===== src/design/kctc_pkg.sv =====
// ---------------------------------------------------------------------------
// kctc_pkg: shared types and constants for the key-event translator
// Key codes, layout ROMs, the command record and the command-queue sizing.
// ---------------------------------------------------------------------------
package kctc_pkg;

	// Number of terminals reachable with alt + digit (1 .. 4)
	localparam int unsigned TERMINAL_COUNT = 4;

	// Command queue between front and back (power of two)
	localparam int unsigned CMDQ_DEPTH = 4;
	localparam int unsigned CMDQ_AW    = $clog2(CMDQ_DEPTH);
	localparam int unsigned CMDQ_CW    = $clog2(CMDQ_DEPTH + 1);

	// Event class and key values
	localparam logic [15:0] EV_KEY      = 16'd1;
	localparam logic [1:0]  KV_RELEASE  = 2'd0;

	// Key codes
	localparam logic [9:0] KEY_LSHIFT   = 10'd42;
	localparam logic [9:0] KEY_RSHIFT   = 10'd54;
	localparam logic [9:0] KEY_LALT     = 10'd56;
	localparam logic [9:0] KEY_RALT     = 10'd100;
	localparam logic [9:0] KEY_LCTRL    = 10'd29;
	localparam logic [9:0] KEY_RCTRL    = 10'd97;
	localparam logic [9:0] KEY_ROM_LAST = 10'd53;
	localparam logic [9:0] KEY_SPACE    = 10'd57;
	localparam logic [9:0] KEY_UP       = 10'd103;
	localparam logic [9:0] KEY_LEFT     = 10'd105;
	localparam logic [9:0] KEY_RIGHT    = 10'd106;
	localparam logic [9:0] KEY_DOWN     = 10'd108;
	localparam logic [9:0] KEY_DELETE   = 10'd111;
	localparam logic [9:0] KEY_DIGIT1   = 10'd2;

	// Character bytes
	localparam logic [7:0] CH_ESC       = 8'h1B;
	localparam logic [7:0] CH_BRACKET   = 8'h5B;
	localparam logic [7:0] CH_BS        = 8'h08;
	localparam logic [7:0] CH_SPACE     = 8'h20;
	localparam logic [7:0] CH_LOWER_A   = 8'h61;
	localparam logic [7:0] CH_LOWER_Z   = 8'h7A;
	localparam logic [7:0] CH_CTRL_OFS  = 8'h60;
	localparam logic [7:0] CH_UPPER_A   = 8'h41;
	localparam logic [7:0] CH_UPPER_B   = 8'h42;
	localparam logic [7:0] CH_UPPER_C   = 8'h43;
	localparam logic [7:0] CH_UPPER_D   = 8'h44;

	// Result kinds
	localparam logic OUT_CHAR   = 1'b0;
	localparam logic OUT_SELECT = 1'b1;

	localparam int unsigned ROM_DEPTH = 54;

	localparam logic [7:0] ROM_PLAIN [ROM_DEPTH] = '{
		8'h00, 8'h1B, 8'h31, 8'h32, 8'h33, 8'h34, 8'h35, 8'h36,
		8'h37, 8'h38, 8'h39, 8'h30, 8'h2D, 8'h3D, 8'h08, 8'h09,
		8'h71, 8'h77, 8'h65, 8'h72, 8'h74, 8'h79, 8'h75, 8'h69,
		8'h6F, 8'h70, 8'h5B, 8'h5D, 8'h0D, 8'h00,
		8'h61, 8'h73, 8'h64, 8'h66, 8'h67, 8'h68, 8'h6A, 8'h6B,
		8'h6C, 8'h3B, 8'h27, 8'h60, 8'h00, 8'h5C,
		8'h7A, 8'h78, 8'h63, 8'h76, 8'h62, 8'h6E, 8'h6D, 8'h2C,
		8'h2E, 8'h2F
	};

	localparam logic [7:0] ROM_SHIFT [ROM_DEPTH] = '{
		8'h00, 8'h1B, 8'h21, 8'h40, 8'h23, 8'h24, 8'h25, 8'h5E,
		8'h26, 8'h2A, 8'h28, 8'h29, 8'h5F, 8'h2B, 8'h08, 8'h09,
		8'h51, 8'h57, 8'h45, 8'h52, 8'h54, 8'h59, 8'h55, 8'h49,
		8'h4F, 8'h50, 8'h7B, 8'h7D, 8'h0D, 8'h00,
		8'h41, 8'h53, 8'h44, 8'h46, 8'h47, 8'h48, 8'h4A, 8'h4B,
		8'h4C, 8'h3A, 8'h22, 8'h7E, 8'h00, 8'h7C,
		8'h5A, 8'h58, 8'h43, 8'h56, 8'h42, 8'h4E, 8'h4D, 8'h3C,
		8'h3E, 8'h3F
	};

	// Classified request handed from front to back
	typedef enum logic [1:0] {
		CMD_CHAR   = 2'd0,  // one character byte
		CMD_SELECT = 2'd1,  // one terminal select
		CMD_ESC    = 2'd2   // ESC '[' letter, optionally backspace
	} cmd_kind_t;

	typedef struct packed {
		cmd_kind_t  kind;
		logic [7:0] ch;     // byte for CMD_CHAR, final letter for CMD_ESC
		logic [3:0] tty;    // terminal for CMD_SELECT
		logic       del;    // CMD_ESC: append backspace
	} cmd_t;

endpackage


===== src/design/kctc_front.sv =====
// ---------------------------------------------------------------------------
// kctc_front: event acceptance and classification
// Tracks the modifier flags and turns each key event into at most one
// command for the back end; events that give nothing are dropped here.
// ---------------------------------------------------------------------------
module kctc_front import kctc_pkg::*; (
	input  logic        clk,
	input  logic        arst_n,
	input  logic        push,
	input  logic        q_full,
	input  logic [15:0] event_type,
	input  logic [9:0]  key_code,
	input  logic [1:0]  key_value,
	output logic        cmd_push,
	output cmd_t        cmd
);

	logic       shift_q;
	logic       alt_q;
	logic       ctrl_q;
	logic       accept;
	logic       is_key;
	logic       is_shift;
	logic       is_alt;
	logic       is_ctrl;
	logic       pressed;
	logic [7:0] rom_ch;
	logic [7:0] fold_ch;
	logic       want;

	assign accept   = push && !q_full;
	assign is_key   = (event_type == EV_KEY);
	assign is_shift = (key_code == KEY_LSHIFT) || (key_code == KEY_RSHIFT);
	assign is_alt   = (key_code == KEY_LALT)   || (key_code == KEY_RALT);
	assign is_ctrl  = (key_code == KEY_LCTRL)  || (key_code == KEY_RCTRL);
	assign pressed  = (key_value != KV_RELEASE);

	// Look up the layout and fold control letters
	always_comb begin
		rom_ch = shift_q ? ROM_SHIFT[key_code[5:0]] : ROM_PLAIN[key_code[5:0]];
		if (ctrl_q && rom_ch >= CH_LOWER_A && rom_ch <= CH_LOWER_Z) begin
			fold_ch = rom_ch - CH_CTRL_OFS;
		end else begin
			fold_ch = rom_ch;
		end
	end

	// Classify the event into a command
	always_comb begin
		want     = 1'b0;
		cmd.kind = CMD_CHAR;
		cmd.ch   = fold_ch;
		cmd.tty  = 4'(key_code - KEY_DIGIT1);
		cmd.del  = 1'b0;
		if (is_key && !is_shift && !is_alt && !is_ctrl) begin
			if (alt_q) begin
				cmd.kind = CMD_SELECT;
				want = (key_code >= KEY_DIGIT1) &&
					(key_code < KEY_DIGIT1 + 10'(TERMINAL_COUNT));
			end else if (pressed) begin
				if (key_code <= KEY_ROM_LAST) begin
					want = (fold_ch != 8'h00);
				end else if (key_code == KEY_SPACE) begin
					cmd.ch = CH_SPACE;
					want   = 1'b1;
				end else if (key_code == KEY_UP) begin
					cmd.kind = CMD_ESC;
					cmd.ch   = CH_UPPER_A;
					want     = 1'b1;
				end else if (key_code == KEY_DOWN) begin
					cmd.kind = CMD_ESC;
					cmd.ch   = CH_UPPER_B;
					want     = 1'b1;
				end else if (key_code == KEY_LEFT) begin
					cmd.kind = CMD_ESC;
					cmd.ch   = CH_UPPER_D;
					want     = 1'b1;
				end else if (key_code == KEY_RIGHT || key_code == KEY_DELETE) begin
					cmd.kind = CMD_ESC;
					cmd.ch   = CH_UPPER_C;
					cmd.del  = (key_code == KEY_DELETE);
					want     = 1'b1;
				end
			end
		end
	end

	assign cmd_push = accept && want;

	// Hold the modifier flags
	always_ff @(posedge clk or negedge arst_n) begin
		if (!arst_n) begin
			shift_q <= 1'b0;
			alt_q   <= 1'b0;
			ctrl_q  <= 1'b0;
		end else if (accept && is_key) begin
			if (is_shift) shift_q <= pressed;
			if (is_alt)   alt_q   <= pressed;
			if (is_ctrl)  ctrl_q  <= pressed;
		end
	end

endmodule


===== src/design/kctc_cmdq.sv =====
// ---------------------------------------------------------------------------
// kctc_cmdq: command queue between front and back
// Small register queue; the head is shown while the queue is not empty.
// ---------------------------------------------------------------------------
module kctc_cmdq import kctc_pkg::*; (
	input  logic clk,
	input  logic arst_n,
	input  logic wr,
	input  cmd_t wr_cmd,
	input  logic rd,
	output logic full,
	output logic empty,
	output cmd_t head
);

	cmd_t               mem_q [CMDQ_DEPTH];
	logic [CMDQ_AW-1:0] wr_ptr_q;
	logic [CMDQ_AW-1:0] rd_ptr_q;
	logic [CMDQ_CW-1:0] count_q;

	assign full  = (count_q == CMDQ_CW'(CMDQ_DEPTH));
	assign empty = (count_q == '0);
	assign head  = mem_q[rd_ptr_q];

	// Store a request
	always_ff @(posedge clk) begin
		if (wr) begin
			mem_q[wr_ptr_q] <= wr_cmd;
		end
	end

	// Advance pointers and occupancy
	always_ff @(posedge clk or negedge arst_n) begin
		if (!arst_n) begin
			wr_ptr_q <= '0;
			rd_ptr_q <= '0;
			count_q  <= '0;
		end else begin
			if (wr) wr_ptr_q <= wr_ptr_q + 1'b1;
			if (rd) rd_ptr_q <= rd_ptr_q + 1'b1;
			if (wr && !rd) begin
				count_q <= count_q + 1'b1;
			end else if (rd && !wr) begin
				count_q <= count_q - 1'b1;
			end
		end
	end

endmodule


===== src/design/kctc_back.sv =====
// ---------------------------------------------------------------------------
// kctc_back: result sequencer
// Expands the head command into one to four results, one per cycle unless
// stalled, into an output register that is popped by the receiver.
// ---------------------------------------------------------------------------
module kctc_back import kctc_pkg::*; (
	input  logic       clk,
	input  logic       arst_n,
	input  logic       q_empty,
	input  cmd_t       head,
	output logic       q_rd,
	input  logic       pop,
	output logic       empty,
	output logic       out_kind,
	output logic [7:0] out_char,
	output logic [3:0] tty_index,
	output logic       last
);

	logic [1:0] step_q;
	logic       valid_q;
	logic       out_kind_q;
	logic [7:0] out_char_q;
	logic [3:0] tty_q;
	logic       last_q;
	logic       load;
	logic       nx_kind;
	logic [7:0] nx_char;
	logic [3:0] nx_tty;
	logic       nx_last;

	// Form the result for the current step of the head command
	always_comb begin
		nx_kind = OUT_CHAR;
		nx_char = head.ch;
		nx_tty  = 4'd0;
		nx_last = 1'b1;
		case (head.kind)
			CMD_SELECT: begin
				nx_kind = OUT_SELECT;
				nx_char = 8'h00;
				nx_tty  = head.tty;
			end
			CMD_ESC: begin
				case (step_q)
					2'd0: begin
						nx_char = CH_ESC;
						nx_last = 1'b0;
					end
					2'd1: begin
						nx_char = CH_BRACKET;
						nx_last = 1'b0;
					end
					2'd2: begin
						nx_char = head.ch;
						nx_last = !head.del;
					end
					default: begin
						nx_char = CH_BS;
					end
				endcase
			end
			default: begin
				nx_char = head.ch;
			end
		endcase
	end

	assign load = !q_empty && (!valid_q || pop);
	assign q_rd = load && nx_last;

	// Advance the step counter and the output register
	always_ff @(posedge clk or negedge arst_n) begin
		if (!arst_n) begin
			step_q  <= 2'd0;
			valid_q <= 1'b0;
		end else if (load) begin
			valid_q <= 1'b1;
			step_q  <= nx_last ? 2'd0 : step_q + 2'd1;
		end else if (pop) begin
			valid_q <= 1'b0;
		end
	end

	// Hold the result payload
	always_ff @(posedge clk) begin
		if (load) begin
			out_kind_q <= nx_kind;
			out_char_q <= nx_char;
			tty_q      <= nx_tty;
			last_q     <= nx_last;
		end
	end

	assign empty     = !valid_q;
	assign out_kind  = out_kind_q;
	assign out_char  = out_char_q;
	assign tty_index = tty_q;
	assign last      = last_q;

endmodule


===== src/design/keycode_to_terminal_chars_top.sv =====
// ---------------------------------------------------------------------------
// keycode_to_terminal_chars_top: key events to terminal characters
// Usage: write key events with push while full is low; each is taken at
// the edge where push is high and full is low. Results are read like a
// queue: while empty is low the oldest result sits on out_kind, out_char,
// tty_index and last, and pop high at an edge takes it. last marks the
// final result of one event.
// The first result of an event goes through the command queue and then the
// output register. Events that give no result (modifiers, releases without
// alt, swallowed keys, other event classes) are absorbed at once.
// Throughput: one event per cycle unless full, into a four-entry command
// queue; the result sequencer emits one result per cycle unless stalled by
// pop, and an event gives one to four results (arrows three, delete four).
// Stall: when pop stays low the output register holds, the queue fills
// and full rises; events are never lost.
// Reset: arst_n clears the modifier flags, the queue and the output.
// ---------------------------------------------------------------------------
module keycode_to_terminal_chars_top import kctc_pkg::*; (
	input  logic        clk,
	input  logic        arst_n,
	input  logic        push,
	output logic        full,
	input  logic [15:0] event_type,
	input  logic [9:0]  key_code,
	input  logic [1:0]  key_value,
	output logic        empty,
	input  logic        pop,
	output logic        out_kind,
	output logic [7:0]  out_char,
	output logic [3:0]  tty_index,
	output logic        last
);

	logic q_full;
	logic q_empty;
	logic q_rd;
	logic cmd_push;
	cmd_t cmd;
	cmd_t head;

	assign full = q_full;

	// Classify incoming events
	kctc_front u_front (
		.clk        (clk),
		.arst_n     (arst_n),
		.push       (push),
		.q_full     (q_full),
		.event_type (event_type),
		.key_code   (key_code),
		.key_value  (key_value),
		.cmd_push   (cmd_push),
		.cmd        (cmd)
	);

	// Decouple front and back
	kctc_cmdq u_cmdq (
		.clk    (clk),
		.arst_n (arst_n),
		.wr     (cmd_push),
		.wr_cmd (cmd),
		.rd     (q_rd),
		.full   (q_full),
		.empty  (q_empty),
		.head   (head)
	);

	// Expand requests into results
	kctc_back u_back (
		.clk       (clk),
		.arst_n    (arst_n),
		.q_empty   (q_empty),
		.head      (head),
		.q_rd      (q_rd),
		.pop       (pop),
		.empty     (empty),
		.out_kind  (out_kind),
		.out_char  (out_char),
		.tty_index (tty_index),
		.last      (last)
	);

	// A request is retired only from a non-empty queue
	assert property (@(posedge clk) disable iff (!arst_n) q_rd |-> !q_empty)
		else $error("request retired from empty queue");

	// A terminal select is a single, final result with no character
	assert property (@(posedge clk) disable iff (!arst_n)
		(!empty && out_kind == OUT_SELECT) |-> (last && out_char == 8'h00))
		else $error("malformed terminal select result");

	// A selected terminal is within range
	assert property (@(posedge clk) disable iff (!arst_n)
		(!empty && out_kind == OUT_SELECT) |-> (tty_index < 4'(TERMINAL_COUNT)))
		else $error("terminal index out of range");

endmodule


===== config.mk =====
export PLATFORM = sky130hd
export DESIGN_NAME = keycode_to_terminal_chars_top
export DESIGN_NICKNAME = d
export VERILOG_FILES = /design/src/design/kctc_pkg.sv /design/src/design/kctc_front.sv /design/src/design/kctc_cmdq.sv /design/src/design/kctc_back.sv /design/src/design/keycode_to_terminal_chars_top.sv
export SDC_FILE = /design/constraint.sdc
export NUM_CORES = 1
export LEC_CHECK = 0
export BUFFER_PORTS_ARGS = -buffer_cell sky130_fd_sc_hd__buf_2
export CAP_MARGIN = 20
export CORE_UTILIZATION = 65
export DETAILED_ROUTE_END_ITERATION = 12
export PLACE_DENSITY = 0.86
export REMOVE_ABC_BUFFERS = 1
export SKIP_CTS_REPAIR_TIMING = 1
export SLEW_MARGIN = 40
export SYNTH_ARGS = -nofsm -noshare
export SYNTH_HDL_FRONTEND = slang
export SYNTH_SLANG_ARGS = --single-unit

===== constraint.sdc =====
create_clock -name clk -period 5.3 [get_ports clk]
set_clock_uncertainty 0.05 [all_clocks]
set_input_delay 0.53 -clock clk [delete_from_list [all_inputs] [get_ports clk]]
set_output_delay 0.53 -clock clk [all_outputs]
set_load 0.02 [all_outputs]

== Word level (Yosys, flattened, before mapping) ==
Memory sizes are Yosys's and may differ from the RTL's.
Index checks and enable logic that the tools add are counted.
Word-level totals
  memories: 3
  register bits after elaboration: 27
  input port bits: 32
  bits in writable memories: 60
  memory bits (read-only): 1024
  output and inout port bits: 16
  word-level logic and storage cells: 131
Operators by class
  bitwise logic cells: 1
  equal/unequal tests: 18
  magnitude comparators: 6
  reductions and logical operators: 37
  add/sub/neg operators: 7
  multiplexer cells: 47
Memories
  (no name shown): words 64, width 8, rd ports 1, clocked after memory_dff 0, wr ports 0, line kctc_front.sv:40  | rom_ch = shift_q ? ROM_SHIFT[key_code[5:0]] : ROM_PLAIN[key_code[5:0]];
  (no name shown): words 64, width 8, rd ports 1, clocked after memory_dff 0, wr ports 0, line kctc_front.sv:40
  u_cmdq.mem_q: words 4, width 15, rd ports 1, clocked after memory_dff 0, wr ports 1, line kctc_cmdq.sv:16  | cmd_t mem_q [CMDQ_DEPTH];
Operators by type and width (number)
  $eq 10x7->1 const B: 7
  $mux 10: 7
  $mux 8: 8
  $eq 10x6->1 const B: 4
  $mux 1: 24
  $pmux 8 s3: 1
  $eq 16x1->1 const B: 1
  $pmux 8 s2: 1
  $logic_and 1x1->1: 13
  $eq 10x5->1 const B: 1
  $ge 10x2->1 const B: 1
  $le 10x6->1 const B: 1
  $lt 10x3->1 const B: 1
  $logic_not 1->1: 9
  $ge 8x7->1 const B: 1
  $le 8x7->1 const B: 1
  $reduce_bool 8->1: 1
  $sub 8x7->8 const B: 1
  $ge 7x7->1 const B: 1
  $not 6->7: 1
  $add 2x1->2 const B: 3
  $mux 2: 3
  $mux 3: 2
  $reduce_and 2->1: 3
  other kinds (12): 20

== Depth between registers and ports, before layout ==
Gate-level depths: netlist of the first run.
  word-level depth: 19
  mapped depth: 17
  mapped depth without buffers: 15

== Modules after synthesis ==
From an unflattened synthesis of the first run, not the netlist that was laid out.
Second synthesis, totals
  cell total of the unflattened synthesis: 461
  area total of the unflattened synthesis: 5397.7 µm²
Modules (own cells, without submodules)
  kctc_cmdq: times used 1, area an instance 2597.5 µm², sequential area each 1976.9 µm², cells an instance 113
  kctc_front: times used 1, area an instance 1954.4 µm², sequential area each 75.1 µm², cells an instance 284
  kctc_back: times used 1, area an instance 845.8 µm², sequential area each 495.5 µm², cells an instance 64

== Worst setup path after synthesis of the first run ==
OpenSTA, ideal clock, no wires.
  path type: input-to-reg
  from: input port key_code[0]
  to: register u_cmdq.count_q[1]
  arrival: 3614 ps
  buffers on the path: 2
  setup time: 125 ps
  data required time: 5125 ps
  stages: 14
  slack: 1512 ps
  cells stage by stage: clkbuf_1 inv_1 ha_1 buf_2 or3_1 a31oi_1 o31ai_1 a22oi_2 nand4_2 o311a_4 ha_1 inv_1 fa_1 mux2_2
On the way
  cells in the longest elaborated chain, start to end: 18
  elaborated cells on any way between the ends: 56
  classes of those cells: 1 x add/sub; 5 x order compare; 12 x eq/ne; 16 x mux; 1 x bitwise; 19 x reduce/logical; 2 x memory
RTL lines
  from (decl): line keycode_to_terminal_chars_top.sv:24  | input logic [9:0] key_code,
  $not 6->7 (implied by the code): line kctc_front.sv:40
  $mem_v2 64x8
  $mux 8 (implied by the code) (2 in series): line kctc_front.sv:40
  $mux 8: line kctc_front.sv:40
  $ge 8x7->1: line kctc_front.sv:41  | if (ctrl_q && rom_ch >= CH_LOWER_A && rom_ch <= CH_LOWER_Z) begin
  $logic_and 1x1->1 (2 in series): line kctc_front.sv:41
  $mux 8: line kctc_front.sv:41
  $reduce_bool 8->1: line kctc_front.sv:62  | want = (fold_ch != 8'h00);
  $mux 1: line kctc_front.sv:61  | if (key_code <= KEY_ROM_LAST) begin
  $mux 1: line kctc_front.sv:60  | end else if (pressed) begin
  $mux 1: line kctc_front.sv:56  | if (alt_q) begin
  $mux 1 (*): line kctc_front.sv:55  | if (is_key && !is_shift && !is_alt && !is_ctrl) begin
  $logic_and 1x1->1 (*): line kctc_front.sv:88  | assign cmd_push = accept && want;
  net cmd_push: line keycode_to_terminal_chars_top.sv:37  | logic cmd_push;
  $logic_not 1->1: line kctc_cmdq.sv:43  | end else if (rd && !wr) begin
  $logic_and 1x1->1: line kctc_cmdq.sv:43
  $reduce_bool 2->1 (no source line)
  to (signal assigned): line kctc_cmdq.sv:42  | count_q <= count_q + 1'b1;
  to (signal assigned): line kctc_cmdq.sv:44  | count_q <= count_q - 1'b1;
  to (decl): line kctc_cmdq.sv:19  | logic [CMDQ_CW-1:0] count_q;
The timed path passes the listed nets; every way through them passes the cells marked *. The select of a mux whose other input is x is not followed.
A chain may end at the register's enable or synchronous reset.

== Worst setup path in the final report of the first run ==
  from: input port key_code[1]
  to: register u_cmdq.count_q[1]
The elaborated chain is that of the path after synthesis.

==> out/metrics.cfg, run 1 <==
[worst_setup_path]
cp-start-kind = input pin
r2r_setup_slack_ns = 1.65
worstPathArrival_ns = 4.22
r2r_cells = 11
crit_required_ns = 5.50
reg2reg_to = u_cmdq.count_q[1]
slowest_delay_ns = 0.55
cp_slowest_cell = ha_1
regToRegStartpoint = u_front.shift_q
worstPathCellList = buf_2, inv_1, ha_1, and2_1, o31ai_1, a2111oi_0, nor3b_1, nor2_2, nand4_2, o311a_4, ha_1, inv_1, fa_1, mux2_2
crit_type = in2reg
cp-end-kind = flip-flop
cp_max_fo = 16

[status]
status = finished with violations
violations = negative hold slack

[yosys]
syn_area_sq_mm = 0.00524
seq_area_frac_synth = 0.486
yosys_warnings = 0
synth-edff-count = 74
synth_compound_area_frac = 0.136
synthCells = 451
synthDistinctLibCells = 79
synth_area_per_cell_sq_um = 11.6
synth_xor_area_frac = 0.0151
synth-main-ff-cell = edfxtp_1
synth_top_family_by_area = simple AND/OR/NAND/NOR gates
synthMuxAreaShare = 0.0891
yosys.area_share.simple = 0.159
yosys_register_bits = 87
async_flop_share = 0.149
synth_fa_ha_area_frac = 0.0636

[run]
cap_violations = 0

[finish]
layout_common_cells = edfxtp_1 (74), buf_2 (46), nor2_1 (35), o21ai_0 (28), ha_1 (25)
layout_commonest_cell = edfxtp_1
drive_gt1_frac = 0.216
area_delta_synth_final_pct = 8.46
nets = 540
diodes = 0
fill_cells = 535

[sta]
hold_viol = 3
fmax_ghz = 0.249
timing_worst_slew_pin_value_ns = 0.828
rsz0062_at_grt = no
holdWs_ns = -0.0120
finalSetupViolCount = 0
setup_tns_ns = 0
fin_crit_sh = 0.757
timing.final.ws_setup_ns = 1.29
fin_crit_ns = 4.01
slew_viol_final = 0
max_slew_margin = 0.440

[placed_design]
dp_hpwl_mm = 8.07
gp_congestion = 0.972
post-place-ws_ns = 0.912
numPortBuffers = 47

[grt]
grt_remaining_overflow = 0
track_usage = 0.307
grt_pass1_vias = 3846
antenna_found_initial = 0
grt_max_degree = 56
grt_pass1_wl_mm = 19.6

[floorplan]
die_x_microns = 91.8
core-area_sq_mm = 0.00777
die_area_sq_mm = 0.00842
row_count = 32
initial_core_util = 0.674
die_h_microns = 91.8
ioPinCount = 48

[clock_network]
cts-root-buf = clkbuf_8
clkSinkCount = 87
cts.path.max_buffers = 2
numCtsBuffers = 9
cts_tree = built
clock_latency_ns = 0.37
htree_levels = 3
clk_pin_slew_ns = 0.10

[detailed_routing]
dr.pass1.iters = 5
num_vias = 3955
first_iter_violations = 303
wirelength_mm = 12.1
vias_per_cell = 6.71
drt-wirelength-per-cell_microns = 20.5
ant_nets = 0
drc = 0

[power_and_ir_drop]
power.leakage_nw = 2.08
powerDensity_mw_per_mm2 = 351
ir_worst_vdd_mv = 0.212

[worst_hold_path]
hold_class = in2async

## final cells by class
| cell class | count | area, sq um | share of cell area |
|---|---|---|---|
| sequential | 87 | 2550 | 0.449 |
| multi-input combinational | 308 | 2440 | 0.430 |
| timing repair buffer | 50 | 264 | 0.0465 |
| tap | 102 | 128 | 0.0225 |
| clock buffer | 9 | 124 | 0.0218 |
| inverter | 26 | 97.6 | 0.0172 |
| clock inverter | 7 | 77.6 | 0.0137 |
## cells by family after synthesis
group                    count (synthesis)
AO/OA/AOI/OAI                          103
XOR/XNOR                                 9
adder cells (fa/ha/maj)                 26
buffers and inverters                   56
flip-flops                              87
multiplexers                            24
AND/OR/NAND/NOR                        146
## worst max-delay path, delay by kind of cell
kind | cells | cell delay [ns]
AOI/OAI and AO/OA | 3 | 0.98
buffers and inverters | 3 | 0.60
and+or+nand+nor | 4 | 0.63
adders and majority gates | 3 | 1.18
muxes | 1 | 0.28
## through the flow
| step | area (sq um) | cells | utilization | total power, W | hold slack (ns) |
|---|---|---|---|---|---|
| after global placement | 5450 | 572 | 0.702 | 0.00148 | 0.377 |
| after global routing | 5680 | 589 | 0.731 | 0.00209 | 0.0129 |
| after CTS | 5660 | 588 | 0.728 | 0.00199 | -0.00544 |
| after floorplan | 5070 | 421 | - | 0.00132 | 0.184 |
| final | 5680 | 589 | 0.731 | 0.00199 | -0.0120 |
| after detailed placement | 5460 | 572 | 0.702 | 0.00152 | 0.392 |
## per-layer routing
layer  vias to the layer above  wire, microns  GRT usage
li1                       1765              -          -
met1                      1915           4770      0.409
met2                       248           5940      0.496
met3                        27           1070     0.0556
met4                         0            309      0.137
met5                         -              0          0
## cells in the mapped netlist (all sizes together) (4+ instances only)
| cell | instances | share of area |
|---|---|---|
| and2 | 9 | 0.011 |
| dfrtp | 13 | 0.062 |
| o311ai | 4 | 0.0067 |
| nor4 | 4 | 0.0048 |
| ha | 25 | 0.060 |
| nor3 | 7 | 0.0076 |
| nand4 | 9 | 0.012 |
| or3 | 6 | 0.0072 |
| nand2b | 12 | 0.015 |
| clkbuf | 8 | 0.0057 |
| inv | 26 | 0.019 |
| nand3b | 4 | 0.0057 |
| a211oi | 5 | 0.0072 |
| o21ai | 32 | 0.031 |
| a31oi | 6 | 0.0072 |
| edfxtp | 74 | 0.42 |
| o211ai | 5 | 0.0072 |
| buf | 22 | 0.027 |
| a21oi | 16 | 0.015 |
| nor4b | 4 | 0.0096 |
| mux4 | 17 | 0.073 |
| mux2 | 5 | 0.012 |
| xnor2 | 6 | 0.010 |
| nor2b | 11 | 0.013 |
| nand3 | 9 | 0.0096 |
| nor2 | 36 | 0.026 |
| nand2 | 21 | 0.015 |
| o31ai | 4 | 0.0057 |
## sequential cells by signal (all words and copies together) (netlist names), 2 cells and up
| register | count |
|---|---|
| u_back.step_q | 2 |
| u_cmdq.rd_ptr_q | 2 |
| u_back.tty_index | 4 |
| u_cmdq.mem_q | 60 |
| u_cmdq.count_q | 3 |
| u_back.out_char | 8 |
| u_cmdq.wr_ptr_q | 2 |
## worst max path at each step
stage                           start  depth (start not counted)           endpoint
final                     key_code[1]                         14  u_cmdq.count_q[1]
after global routing      key_code[1]                         14  u_cmdq.count_q[1]
after CTS                 key_code[1]                         14  u_cmdq.count_q[1]
after detailed placement  key_code[1]                         14  u_cmdq.count_q[1]
after global placement    key_code[1]                         14  u_cmdq.count_q[1]
after floorplan           key_code[1]                         13  u_cmdq.count_q[1]
## where the power goes
part	leakage (nW)	switching [W]	internal, W	total, W
Combinational	1.14	0.000355	0.000271	0.000625
Sequential	0.840	0.0000584	0.000832	0.000890
Clock	0.101	0.000253	0.000223	0.000476
Note: power is estimated with default switching activity, not from simulation.
==> run 2, diff against run 1 <==
Settings changed: CORE_UTILIZATION 65 to 60, PLACE_DENSITY 0.86 to 0.8.
Clock period 5.3 ns to 4.2 ns, I/O delays scaled along.
==> run 2 against run 1 <==
Against the previous run:
- the flow now finishes without violations
- clock-buffer cell count did not move
- die area is 8.1% higher
- setup slack got worse by 0.68 ns
- routed wire length is 1.6% lower
- hold slack improved by 0.22 ns
- sequential share of layout area is 1.1 points lower
- largest cell class unchanged
- largest power group unchanged
- highest routed layer unchanged
==> out/metrics.cfg, run 2 (same netlist as run 1, synthesis figures left out) <==
[worst_setup_path]
worst-path-buf-inv = 3
worstPathArrival_ns = 3.78
cp_max_fo = 16
cp_slowest_cell = o311ai_0
crit_type = in2reg
slowest_delay_ns = 0.54
cp-end-kind = flip-flop
crit_required_ns = 4.39
cp-start-kind = input pin
critical_path.top_delay_family = compound AO/OA/AOI/OAI gates
r2r_setup_slack_ns = 1.02
worstPathCellList = buf_2, inv_1, ha_1, nor3_2, a21oi_1, o311ai_0, o31a_1, nand4_2, o311a_4, ha_1, inv_1, fa_1, mux2_2

[power_and_ir_drop]
total_power_w = 0.00257
power.leakage_nw = 2.18
ir_worst_vdd_mv = 0.198
powerDensity_mw_per_mm2 = 441

[clock_network]
cts_tree = built
cts-root-buf = clkbuf_8
clk_pin_slew_ns = 0.09
htree_levels = 3
cts.path.max_buffers = 2
clock_latency_ns = 0.35
numCtsBuffers = 9
clkSinkCount = 87

[sta]
fin_crit_sh = 0.856
max_slew_margin = 0.531
fin_crit_ns = 3.59
rsz0062_at_grt = no
slew_viol_final = 0
fmax_ghz = 0.278
hold_viol = 0
finalSetupViolCount = 0
setup_tns_ns = 0
timing_worst_slew_pin_value_ns = 0.693

[finish]
nets = 556
regArea_sq_mm = 0.00255
layout_commonest_cell = edfxtp_1
layout_common_cells = edfxtp_1 (74), buf_2 (47), nor2_1 (35), o21ai_0 (28), ha_1 (25)
regMostFlops = u_cmdq.mem_q
finalNonFillerCells = 608
multi_input_area_sq_mm = 0.00243
largest_register_ffs = 60
fill_cells = 621
drive_gt1_frac = 0.237
diodes = 0
area_delta_synth_final_pct = 11.3

[detailed_routing]
wirelength_mm = 11.9
num_vias = 3897
dr.pass1.iters = 5
first_iter_violations = 281
drt-wirelength-per-cell_microns = 19.6
vias_per_cell = 6.41
drc = 0
ant_nets = 0

[status]
status = completed

[run]
cap_violations = 0

[placed_design]
gp_congestion = 0.914
dp_hpwl_mm = 8.39
numPortBuffers = 47
dp.cells = 591

[floorplan]
die_x_microns = 95.4
initial_core_util = 0.628
die_h_microns = 95.4
die_area_sq_mm = 0.00910
core-area_sq_mm = 0.00834
ioPinCount = 48
row_count = 33

[grt]
grt_max_degree = 51
track_usage = 0.287
grt_pass1_wl_mm = 19.4
antenna_found_initial = 0
grt_pass1_vias = 3883
grt_remaining_overflow = 0

[worst_hold_path]
hold_class = in2reg

-- run 2: worst paths after layout --
| check | startpoint | endpoint | cells after the start |
|---|---|---|---|
| setup / recovery | key_code[1] | u_cmdq.count_q[1] | 13 |
| hold / removal | pop | u_back.valid_q | 2 |
| setup reg to reg | u_cmdq.rd_ptr_q[0] | u_cmdq.count_q[1] | 9 |
| hold reg to reg | u_cmdq.count_q[2] | u_cmdq.count_q[2] | 1 |
| max in group asynchronous | arst_n | u_cmdq.wr_ptr_q[0] | 2 |
| min in group asynchronous | arst_n | u_back.step_q[0] | 2 |
-- run 2: final cells by class --
type,instances,area share
multi-input combinational,308,0.417
clock inverter,7,0.0176
clock buffer,9,0.0213
timing repair buffer,66,0.0674
sequential,87,0.437
tap,105,0.0225
inverter,26,0.0167
-- run 2: through the flow --
stage,setup WS [ns],hold WS [ns],area (sq um),util
3_3_place_gp,0.351,0.279,5590,0.670
3_5_place_dp,0.320,0.286,5590,0.670
4_1_cts,0.695,-0.106,5810,0.697
5_1_grt,0.393,0.211,5830,0.699
6_report,0.606,0.209,5830,0.699
2_1_floorplan,0.750,0.0744,5070,-
-- run 2: where the power goes --
group | internal, W | switching (W) | total, W
combinational | 0.000352 | 0.000446 | 0.000798
clock | 0.000345 | 0.000311 | 0.000656
sequential | 0.00105 | 0.0000655 | 0.00112
-- run 2: metal layers --
metal,up-vias,GRT usage,part of all wire
met3,27,0.0518,0.069
li1,1794,-,-
met4,0,0.126,0.030
met2,205,0.473,0.49
met5,-,0,0
met1,1871,0.370,0.41
